$ cat src/hw/rtl/sat_pkg.sv
// Shared types and codes for the sensor alarm table.
// Holds the operation and status codes and the packed table entry.
// No dependencies.
`default_nettype none

package sat_pkg;

    typedef enum logic [1:0] {
        KIND_REGISTER = 2'd0,
        KIND_UPDATE   = 2'd1,
        KIND_REMOVE   = 2'd2,
        KIND_SORT     = 2'd3
    } t_kind;

    localparam logic [2:0] ST_OK        = 3'd0;
    localparam logic [2:0] ST_FULL      = 3'd1;
    localparam logic [2:0] ST_DUPLICATE = 3'd2;
    localparam logic [2:0] ST_NOT_FOUND = 3'd3;
    localparam logic [2:0] ST_TOO_FEW   = 3'd4;

    typedef struct packed {
        logic [15:0]        id;
        logic signed [31:0] value;
        logic signed [31:0] upper;
        logic signed [31:0] lower;
        logic [1:0]         alarm;
    } t_entry;

endpackage

`default_nettype wire

$ cat src/hw/rtl/sensor_alarm_table.sv
// Sensor alarm table: ordered table of sensors in one synchronous memory.
// Depends on sat_pkg for codes and the entry layout.
//
// Usage: one request enters on i_in_valid while o_in_stall is low. Each
// request runs to completion before the next is taken. Results leave on
// o_out_valid and are taken when i_out_stall is low; a stalled result holds.
// Register, update and remove give one result; sort gives one result per
// entry (o_last on the final one) or a single status result.
// Without receiver stalls, the time a request takes depends on the number of
// entries in the table and, for register, update and remove, on the position
// of the id; it is set by the single read port of the entry memory, whose
// reads are registered.
// The alarm level is computed combinationally from registered products.
// Reset empties the table (entry count to zero) and drops any result in
// flight; memory contents are left as they are. A stalled receiver stops
// the sequencer at the next result until it is taken.
`default_nettype none

module sensor_alarm_table #(
    parameter int MAX_SENSORS = 16
) (
    input  wire                i_clk,
    input  wire                i_rst_n,
    input  wire                i_in_valid,
    output logic               o_in_stall,
    input  wire  [1:0]         i_kind,
    input  wire  [15:0]        i_sensor_id,
    input  wire signed [31:0]  i_reading,
    input  wire signed [31:0]  i_upper_limit,
    input  wire signed [31:0]  i_lower_limit,
    input  wire                i_descending,
    output logic               o_out_valid,
    input  wire                i_out_stall,
    output logic [2:0]         o_op_status,
    output logic [15:0]        o_entry_id,
    output logic signed [31:0] o_entry_value,
    output logic [1:0]         o_alarm_level,
    output logic               o_last
);

    localparam int AW = $clog2(MAX_SENSORS);
    localparam int CW = $clog2(MAX_SENSORS + 1);

    typedef enum logic [4:0] {
        S_IDLE, S_SRCH_RD, S_SRCH_CHK, S_RESP,
        S_REG_WR, S_UPD_MUL, S_UPD_WR,
        S_REM_OUT, S_REM_SHIFT, S_REM_MOVE,
        S_SORT_INIT, S_SORT_LOAD, S_SORT_STEP, S_SORT_TAIL,
        S_EMIT_RD, S_EMIT_OUT
    } t_state;

    t_state             r_state;
    sat_pkg::t_entry    r_mem [MAX_SENSORS];
    sat_pkg::t_entry    r_rdata;
    sat_pkg::t_entry    r_carry;
    logic [CW-1:0]      r_count;
    logic [AW-1:0]      r_k;
    logic [AW-1:0]      r_end;
    sat_pkg::t_kind     r_kind;
    logic [15:0]        r_id;
    logic signed [31:0] r_reading;
    logic signed [31:0] r_upper;
    logic signed [31:0] r_lower;
    logic               r_desc;
    logic [2:0]         r_status;
    logic signed [34:0] r_p5v;
    logic signed [34:0] r_p6h;
    logic signed [34:0] r_p4l;

    logic               can_emit;
    logic               fire;
    logic               k_is_last;
    logic               match;
    logic               swap;
    logic [1:0]         alarm;
    logic signed [34:0] n_p5v;
    logic signed [34:0] n_p6h;
    logic signed [34:0] n_p4l;

    assign o_in_stall = (r_state != S_IDLE);
    assign can_emit   = !o_out_valid || !i_out_stall;
    assign fire       = can_emit && (r_state inside {S_RESP, S_REG_WR, S_UPD_WR,
                                                     S_REM_OUT, S_EMIT_OUT});
    assign k_is_last  = ((CW'(r_k) + CW'(1)) == r_count);
    assign match      = (r_rdata.id == r_id);
    assign swap       = r_desc ? (r_carry.value < r_rdata.value)
                               : (r_carry.value > r_rdata.value);

    assign n_p5v = (35'(r_reading) <<< 2) + 35'(r_reading);
    assign n_p6h = (35'(r_rdata.upper) <<< 2) + (35'(r_rdata.upper) <<< 1);
    assign n_p4l = 35'(r_rdata.lower) <<< 2;

    always_comb begin
        if (r_p5v > r_p6h || r_p5v < r_p4l) begin
            alarm = 2'd2;
        end else if (r_reading > r_upper || r_reading < r_lower) begin
            alarm = 2'd1;
        end else begin
            alarm = 2'd0;
        end
    end

    always_ff @(posedge i_clk) begin
        if (!i_rst_n) begin
            r_state     <= S_IDLE;
            r_count     <= '0;
            o_out_valid <= 1'b0;
        end else begin
            if (fire) begin
                o_out_valid <= 1'b1;
            end else if (!i_out_stall) begin
                o_out_valid <= 1'b0;
            end
            case (r_state)
                S_IDLE: begin
                    if (i_in_valid) begin
                        r_kind    <= sat_pkg::t_kind'(i_kind);
                        r_id      <= (sat_pkg::t_kind'(i_kind) == sat_pkg::KIND_SORT)
                                     ? 16'd0 : i_sensor_id;
                        r_reading <= i_reading;
                        r_upper   <= i_upper_limit;
                        r_lower   <= i_lower_limit;
                        r_desc    <= i_descending;
                        r_k       <= '0;
                        if (sat_pkg::t_kind'(i_kind) == sat_pkg::KIND_SORT) begin
                            if (r_count < CW'(2)) begin
                                r_status <= sat_pkg::ST_TOO_FEW;
                                r_state  <= S_RESP;
                            end else begin
                                r_end   <= AW'(r_count - CW'(1));
                                r_state <= S_SORT_INIT;
                            end
                        end else if (sat_pkg::t_kind'(i_kind) == sat_pkg::KIND_REGISTER
                                     && r_count == CW'(MAX_SENSORS)) begin
                            r_status <= sat_pkg::ST_FULL;
                            r_state  <= S_RESP;
                        end else if (r_count == '0) begin
                            if (sat_pkg::t_kind'(i_kind) == sat_pkg::KIND_REGISTER) begin
                                r_state <= S_REG_WR;
                            end else begin
                                r_status <= sat_pkg::ST_NOT_FOUND;
                                r_state  <= S_RESP;
                            end
                        end else begin
                            r_state <= S_SRCH_RD;
                        end
                    end
                end
                S_SRCH_RD: begin
                    r_rdata <= r_mem[r_k];
                    r_state <= S_SRCH_CHK;
                end
                S_SRCH_CHK: begin
                    if (match) begin
                        case (r_kind)
                            sat_pkg::KIND_REGISTER: begin
                                r_status <= sat_pkg::ST_DUPLICATE;
                                r_state  <= S_RESP;
                            end
                            sat_pkg::KIND_UPDATE: r_state <= S_UPD_MUL;
                            default:              r_state <= S_REM_OUT;
                        endcase
                    end else if (k_is_last) begin
                        if (r_kind == sat_pkg::KIND_REGISTER) begin
                            r_state <= S_REG_WR;
                        end else begin
                            r_status <= sat_pkg::ST_NOT_FOUND;
                            r_state  <= S_RESP;
                        end
                    end else begin
                        r_rdata <= r_mem[r_k + AW'(1)];
                        r_k     <= r_k + AW'(1);
                    end
                end
                S_RESP: begin
                    if (can_emit) begin
                        o_op_status   <= r_status;
                        o_entry_id    <= r_id;
                        o_entry_value <= '0;
                        o_alarm_level <= '0;
                        o_last        <= 1'b1;
                        r_state       <= S_IDLE;
                    end
                end
                S_REG_WR: begin
                    if (can_emit) begin
                        r_mem[AW'(r_count)] <= '{id: r_id, value: '0, upper: r_upper,
                                                 lower: r_lower, alarm: 2'd0};
                        r_count       <= r_count + CW'(1);
                        o_op_status   <= sat_pkg::ST_OK;
                        o_entry_id    <= r_id;
                        o_entry_value <= '0;
                        o_alarm_level <= '0;
                        o_last        <= 1'b1;
                        r_state       <= S_IDLE;
                    end
                end
                S_UPD_MUL: begin
                    r_p5v   <= n_p5v;
                    r_p6h   <= n_p6h;
                    r_p4l   <= n_p4l;
                    r_upper <= r_rdata.upper;
                    r_lower <= r_rdata.lower;
                    r_state <= S_UPD_WR;
                end
                S_UPD_WR: begin
                    if (can_emit) begin
                        r_mem[r_k] <= '{id: r_id, value: r_reading, upper: r_upper,
                                        lower: r_lower, alarm: alarm};
                        o_op_status   <= sat_pkg::ST_OK;
                        o_entry_id    <= r_id;
                        o_entry_value <= r_reading;
                        o_alarm_level <= alarm;
                        o_last        <= 1'b1;
                        r_state       <= S_IDLE;
                    end
                end
                S_REM_OUT: begin
                    if (can_emit) begin
                        o_op_status   <= sat_pkg::ST_OK;
                        o_entry_id    <= r_rdata.id;
                        o_entry_value <= r_rdata.value;
                        o_alarm_level <= r_rdata.alarm;
                        o_last        <= 1'b1;
                        r_state       <= S_REM_SHIFT;
                    end
                end
                S_REM_SHIFT: begin
                    if (k_is_last) begin
                        r_count <= r_count - CW'(1);
                        r_state <= S_IDLE;
                    end else begin
                        r_rdata <= r_mem[r_k + AW'(1)];
                        r_state <= S_REM_MOVE;
                    end
                end
                S_REM_MOVE: begin
                    r_mem[r_k] <= r_rdata;
                    r_k        <= r_k + AW'(1);
                    r_state    <= S_REM_SHIFT;
                end
                S_SORT_INIT: begin
                    r_rdata <= r_mem[AW'(0)];
                    r_k     <= '0;
                    r_state <= S_SORT_LOAD;
                end
                S_SORT_LOAD: begin
                    r_carry <= r_rdata;
                    r_rdata <= r_mem[AW'(1)];
                    r_state <= S_SORT_STEP;
                end
                S_SORT_STEP: begin
                    if (swap) begin
                        r_mem[r_k] <= r_rdata;
                    end else begin
                        r_mem[r_k] <= r_carry;
                        r_carry    <= r_rdata;
                    end
                    r_k <= r_k + AW'(1);
                    if (r_k + AW'(1) == r_end) begin
                        r_state <= S_SORT_TAIL;
                    end else begin
                        r_rdata <= r_mem[r_k + AW'(2)];
                    end
                end
                S_SORT_TAIL: begin
                    r_mem[r_end] <= r_carry;
                    r_end        <= r_end - AW'(1);
                    r_k          <= '0;
                    r_state      <= (r_end == AW'(1)) ? S_EMIT_RD : S_SORT_INIT;
                end
                S_EMIT_RD: begin
                    r_rdata <= r_mem[r_k];
                    r_state <= S_EMIT_OUT;
                end
                S_EMIT_OUT: begin
                    if (can_emit) begin
                        o_op_status   <= sat_pkg::ST_OK;
                        o_entry_id    <= r_rdata.id;
                        o_entry_value <= r_rdata.value;
                        o_alarm_level <= r_rdata.alarm;
                        o_last        <= k_is_last;
                        r_k           <= r_k + AW'(1);
                        r_state       <= k_is_last ? S_IDLE : S_EMIT_RD;
                    end
                end
                default: r_state <= S_IDLE;
            endcase
        end
    end

endmodule

`default_nettype wire
$ cat config.mk
export PLATFORM = sky130hd
export DESIGN_NAME = sensor_alarm_table
export DESIGN_NICKNAME = d
export VERILOG_FILES = /design/src/hw/rtl/sat_pkg.sv /design/src/hw/rtl/sensor_alarm_table.sv
export SDC_FILE = /design/constraint.sdc
export NUM_CORES = 2
export LEC_CHECK = 0
export BUFFER_PORTS_ARGS = -buffer_cell sky130_fd_sc_hd__buf_2
export CORE_ASPECT_RATIO = 2
export CORE_MARGIN = 3
export CORE_UTILIZATION = 55
export CTS_BUF_LIST = sky130_fd_sc_hd__clkbuf_4 sky130_fd_sc_hd__clkbuf_8 sky130_fd_sc_hd__clkbuf_16
export CTS_CLUSTER_SIZE = 10
export DETAILED_ROUTE_END_ITERATION = 16
export PLACE_DENSITY = 0.8
export SETUP_SLACK_MARGIN = 0.5
export SLEW_MARGIN = 0
export SYNTH_ARGS = -nofsm -noshare
export SYNTH_HDL_FRONTEND = slang
export SYNTH_SLANG_ARGS = --single-unit
$ cat constraint.sdc
create_clock -name i_clk -period 18.3 [get_ports i_clk]
set_input_delay 2.745 -clock i_clk [delete_from_list [all_inputs] [get_ports i_clk]]
set_output_delay 2.745 -clock i_clk [all_outputs]
set_load 0.02 [all_outputs]
After elaboration in Yosys (flattened, before gate mapping):

Memories as Yosys holds them, arrays and structs flattened. A register that Yosys moved wholly into a read port is not among the register bits.
Cells that the tools add are included.

* add/subtract/negate cells: 8
* equal/unequal tests: 48
* bitwise gates (word level): 3
* muxes and demuxes: 104
* reductions and logical operators: 48
* $lt $le $gt $ge: 7

Operator list (count)
* $mux 114: 9
* $pmux 114 s6: 1
* $pmux 114 s2: 1
* $reduce_or 114->1: 2
* $mux 32: 5
* $pmux 32 s2: 2
* $pmux 32 s3: 1
* $pmux 5 s14: 1
* $gt 32x32->1: 2
* $lt 32x32->1: 2
* $mux 5: 12
* $mux 4: 13
* $mux 3: 15
* $eq 5x4->1 const B: 8
* $add 34x32->35: 1
* $add 34x33->35: 1
* $gt 35x35->1: 1
* $lt 35x34->1: 1
* $mux 16: 2
* $pmux 16 s2: 1
* $mux 1: 29
* $ne 2x2->1 const B: 14
* $eq 5x3->1 const B: 4
* $pmux 4 s5: 1
* 44 further kinds: 89

* word-level logic and storage cells: 249
* flip-flop bits (word level): 521
* memories kept: 1
* memory bits (writable): 1824

Memory list
* r_mem: words 16, bits a word 114, read ports 5, clocked after Yosys merged registers in 1, write ports 1, RTL line sensor_alarm_table.sv:53 `sat_pkg::t_entry r_mem [MAX_SENSORS];`

Logic depth before layout (Yosys ltp):

* depth in word-level cells: 12
* depth in mapped cells: 14
* depth with buffers taken out: 12

Least setup slack after synthesis:

OpenSTA, ideal clock, no wires.

* kind: input-to-reg
* from: input port i_rst_n
* to: register r_lower[0] (enable)
* stages: 5
* path slack: 3.170 ns
* buffers on the path: 2
* arrival: 14.736 ns
* required time: 17.906 ns
* cells stage by stage: clkbuf_1 -> inv_1 -> clkbuf_1 -> nor4_1 -> or2_2

* longest elaborated chain between the ends: 1

Ends and longest elaborated chain
* start: declaration: RTL line sensor_alarm_table.sv:23 `input wire i_rst_n,`
* $reduce_and 3->1 (no source line)
* end signal: assignment: RTL line sensor_alarm_table.sv:122 `r_lower <= i_lower_limit;`
* end signal: assignment: RTL line sensor_alarm_table.sv:203 `r_lower <= r_rdata.lower;`
* end: declaration: RTL line sensor_alarm_table.sv:63 `logic signed [31:0] r_lower;`

Every way passes these cells.
A chain may end at the register's enable or synchronous reset.

Final worst setup path:

* from: input port i_rst_n
* to: memory r_mem[0][108] in the netlist's numbering (enable)

* longest elaborated chain between the ends: 8

Ends and longest elaborated chain
* $mux 1: RTL line sensor_alarm_table.sv:104 `if (!i_rst_n) begin`
* $mux 1, on equally long branches: RTL line sensor_alarm_table.sv:208, sensor_alarm_table.sv:238
* $or 1x1->1 (no source line) (3 in a row)
* $reduce_or 114->1 (no source line)
* $mux 4 (no source line) / $mux 1 (equally long branches) (2 in a row)
* end: declaration: RTL line sensor_alarm_table.sv:53

Parallel ways exist; a longest one is shown, timed or not.

==> flow_summary.json <==
{
  "dr.pass1.iters": 9,
  "cts_max_level": 5,
  "syn_area_per_cell_um2": 18.6,
  "cts_buffer_depth": 4,
  "io_pins": 175,
  "drt-total-wl_mm": 412,
  "worst_setup_path_end_kind": "register",
  "syn_to_final_growth_pct": 9.57,
  "avgViaCountPerCell": 8.21,
  "grt_pass1_vias": 82700,
  "synth_fa_ha_area_share_pct": 2.31,
  "drt_first_iter_violations": 15300,
  "synth_edf_count": 2333,
  "cts_setup_buffers": 0,
  "gp_congestion": 0.971,
  "hold_class": "register to register",
  "relSlewSlack_pct": 9.57,
  "fin_area_um2": 138000,
  "finalMaxSlewViolations": 0,
  "startpoint_type": "input pin",
  "overflow": 0,
  "synth_ff_type": "edfxtp_1",
  "die-area_um2": 235000,
  "crit_type": "input pin to register",
  "dp_hpwl_mm": 238,
  "yosysSeqAreaShare_pct": 56.0,
  "syn_inst": 6739,
  "coreArea_um2": 227000,
  "wire_per_inst_um": 41.7,
  "period_share_pct": 39.8,
  "fin_tns_setup_ps": 0,
  "vias": 81200,
  "place_ws_ps": 10450,
  "async_flop_share_pct": 0,
  "drtAntennaViolNets": 0,
  "nFillCells": 15300,
  "ys_ff_latch": 2347,
  "dpl-instance-area_um2": 130000,
  "track_usage_pct": 35.3,
  "rows": 247,
  "cts_made_buffers": 278,
  "finalWorstPathRequiredPeriod_ps": 7280,
  "cts_tree": "built",
  "clock_skew_ps": 59.6,
  "die_x_um": 344,
  "setup_violations": 0,
  "yosys.area_share.simple_pct": 2.82,
  "outcome": "completed",
  "numClockSinks": 2347,
  "cp_max_fo": 41,
  "ctsResizeCount": 0,
  "fin_ws_ps": 11020,
  "antenna_found_initial": 27,
  "fin_nets": 7194,
  "ys_warn_count": 0,
  "drc": 0,
  "holdWs_ps": 500,
  "grt_setup_unrepaired": "false",
  "hold_viol_final": 0,
  "netlist_area_um2": 126000,
  "layout-drive-gt1-share_pct": 36.7,
  "p_per_area_nw_per_um2": 150,
  "synth_top_family_by_area": "multiplexers",
  "tightest_slew_ps": 1350,
  "start_util_pct": 55.4,
  "synthDistinctLibCells": 77,
  "critPathRequiredTime_ps": 18750,
  "total_power_mw": 20.6,
  "insertion_delay_ps": 870,
  "ir_worst_vdd_mv": 0.211,
  "place_inst": 9552,
  "instances_no_fill": 9893,
  "drv_cap": 0,
  "fmax_mhz": 137,
  "leakagePower_nw": 43.3,
  "root_buffer": "clkbuf_16",
  "synth_fp_nets": 7089,
  "io_buffer_count": 174,
  "synth_compound_area_share_pct": 4.54,
  "synth.area.mux_share_pct": 31.5,
  "die_h_um": 682,
  "postCtsHoldBufs": 0,
  "grt_max_degree": 138,
  "grt_pass1_wl_mm": 587,
  "postLayoutCoreUtil_pct": 60.7,
  "synth_xor_area_share_pct": 0.593,
  "cp.arrival_ps": 7720,
  "clk_pin_slew_ps": 50
}
cells in the mapped netlist, drive strengths merged, types with 7 or more instances:
cell type  count  area [um2]
and2          23         144
a22o          29         254
nor3          20         105
xnor2         61         534
ha           229        2870
dfxtp         14         280
mux2i          8        92.6
nor4          10        68.8
edfxtp      2333       70100
a21oi        133         666
nand4         28         175
nand3         37         185
o221a         72         811
a21o          38         285
mux4        1710       38500
o21ai        125         626
mux2          85         957
nand2b        83         519
a31oi        123         769
nor2b         22         138
clkbuf       371        1390
nand2        241         905
a2111oi        9        78.8
a222oi       114        1140
nor2         265         995
o21bai         7        52.6
o22ai         11        68.8
xor2          24         210
buf          158         716
a211oi        24         180
or3           14        92.6
inv          195         732
o211ai        14         105
o21a          20         150
and3          13        81.3
placed cells by master, fill, tap and decap left out, types with 96 or more instances in the layout:
cell and instances:
o21ai_0 96, buf_2 175, inv_1 194, clkbuf_16 286
mux4_2 1710, ha_1 227, nor2_1 243, a31oi_1 123
buf_4 159, edfxtp_1 2333, nand2_1 240, a21oi_1 133
a222oi_1 114
flip-flops by register name, summed over array words and instances (netlist names), 2 cells and up, named ones only:
signal	count
r_mem	1824
r_carry	114
r_rdata	82
r_p5v	35
r_p6h	34
n_p4l	32
o_entry_value	32
r_lower	32
r_p4l	32
r_reading	32
r_upper	32
o_entry_id	16
r_id	16
r_count	5
r_end	4
r_k	4
r_state	4
o_op_status	3
r_status	3
o_alarm_level	2
r_kind	2
worst paths after layout:
| kind | from | end | slack, ps | cells after the start |
|---|---|---|---|---|
| min reg2reg | r_rdata[95] | r_carry[95] | 500 | 0 |
| min | r_rdata[95] | r_carry[95] | 500 | 0 |
| max | i_rst_n | r_mem[0][108] | 11020 | 9 |
| max reg2reg | r_rdata[79] | r_mem[8][59] | 11520 | 13 |
per-layer routing:
layer	global-route usage, %	up-vias	share of wire [%]
met5	0	-	0.031
met1	41.9	40900	29
met2	54.7	8680	47
met3	10.0	2100	15
met4	26.8	20	9.5
li1	-	29500	-
worst max-delay path, stage by stage:
cell and delay, ps:
buf_2 310, inv_1 350, nor2_1 770, mux2i_1 380
nor2b_1 250, nand2_1 280, nor2_4 1040, buf_4 590
buf_4 860
cell families (layout without fill, tap and decap cells):
| logic type | after synthesis | after routing |
|---|---|---|
| AOI/OAI and AO/OA | 777 | 777 |
| xor gates and xnor gates | 85 | 85 |
| adders and majority gates | 231 | 231 |
| buffers and inverters | 724 | 880 |
| DFF | 2347 | 2347 |
| muxes | 1803 | 1803 |
| other | 0 | 10 |
| and+or+nand+nor | 772 | 772 |
power by group:
| group | switching (mW) | leakage, nW | total, mW | internal, mW |
|---|---|---|---|---|
| sequential | 0.503 | 21.3 | 6.97 | 6.47 |
| clock | 2.09 | 3.74 | 4.91 | 2.82 |
| combinational | 4.55 | 18.3 | 8.72 | 4.16 |
area by class of cell:
type,count,area (um2),area share [%]
inverter,195,732,0.532
multi-input combinational,3668,52800,38.3
timing repair buffer,354,2470,1.79
clock inverter,16,188,0.136
tap,2988,3740,2.72
clock buffer,315,7370,5.36
antenna,10,25.0,0.0182
sequential,2347,70400,51.1
Note: power is estimated with default switching activity, not from simulation.
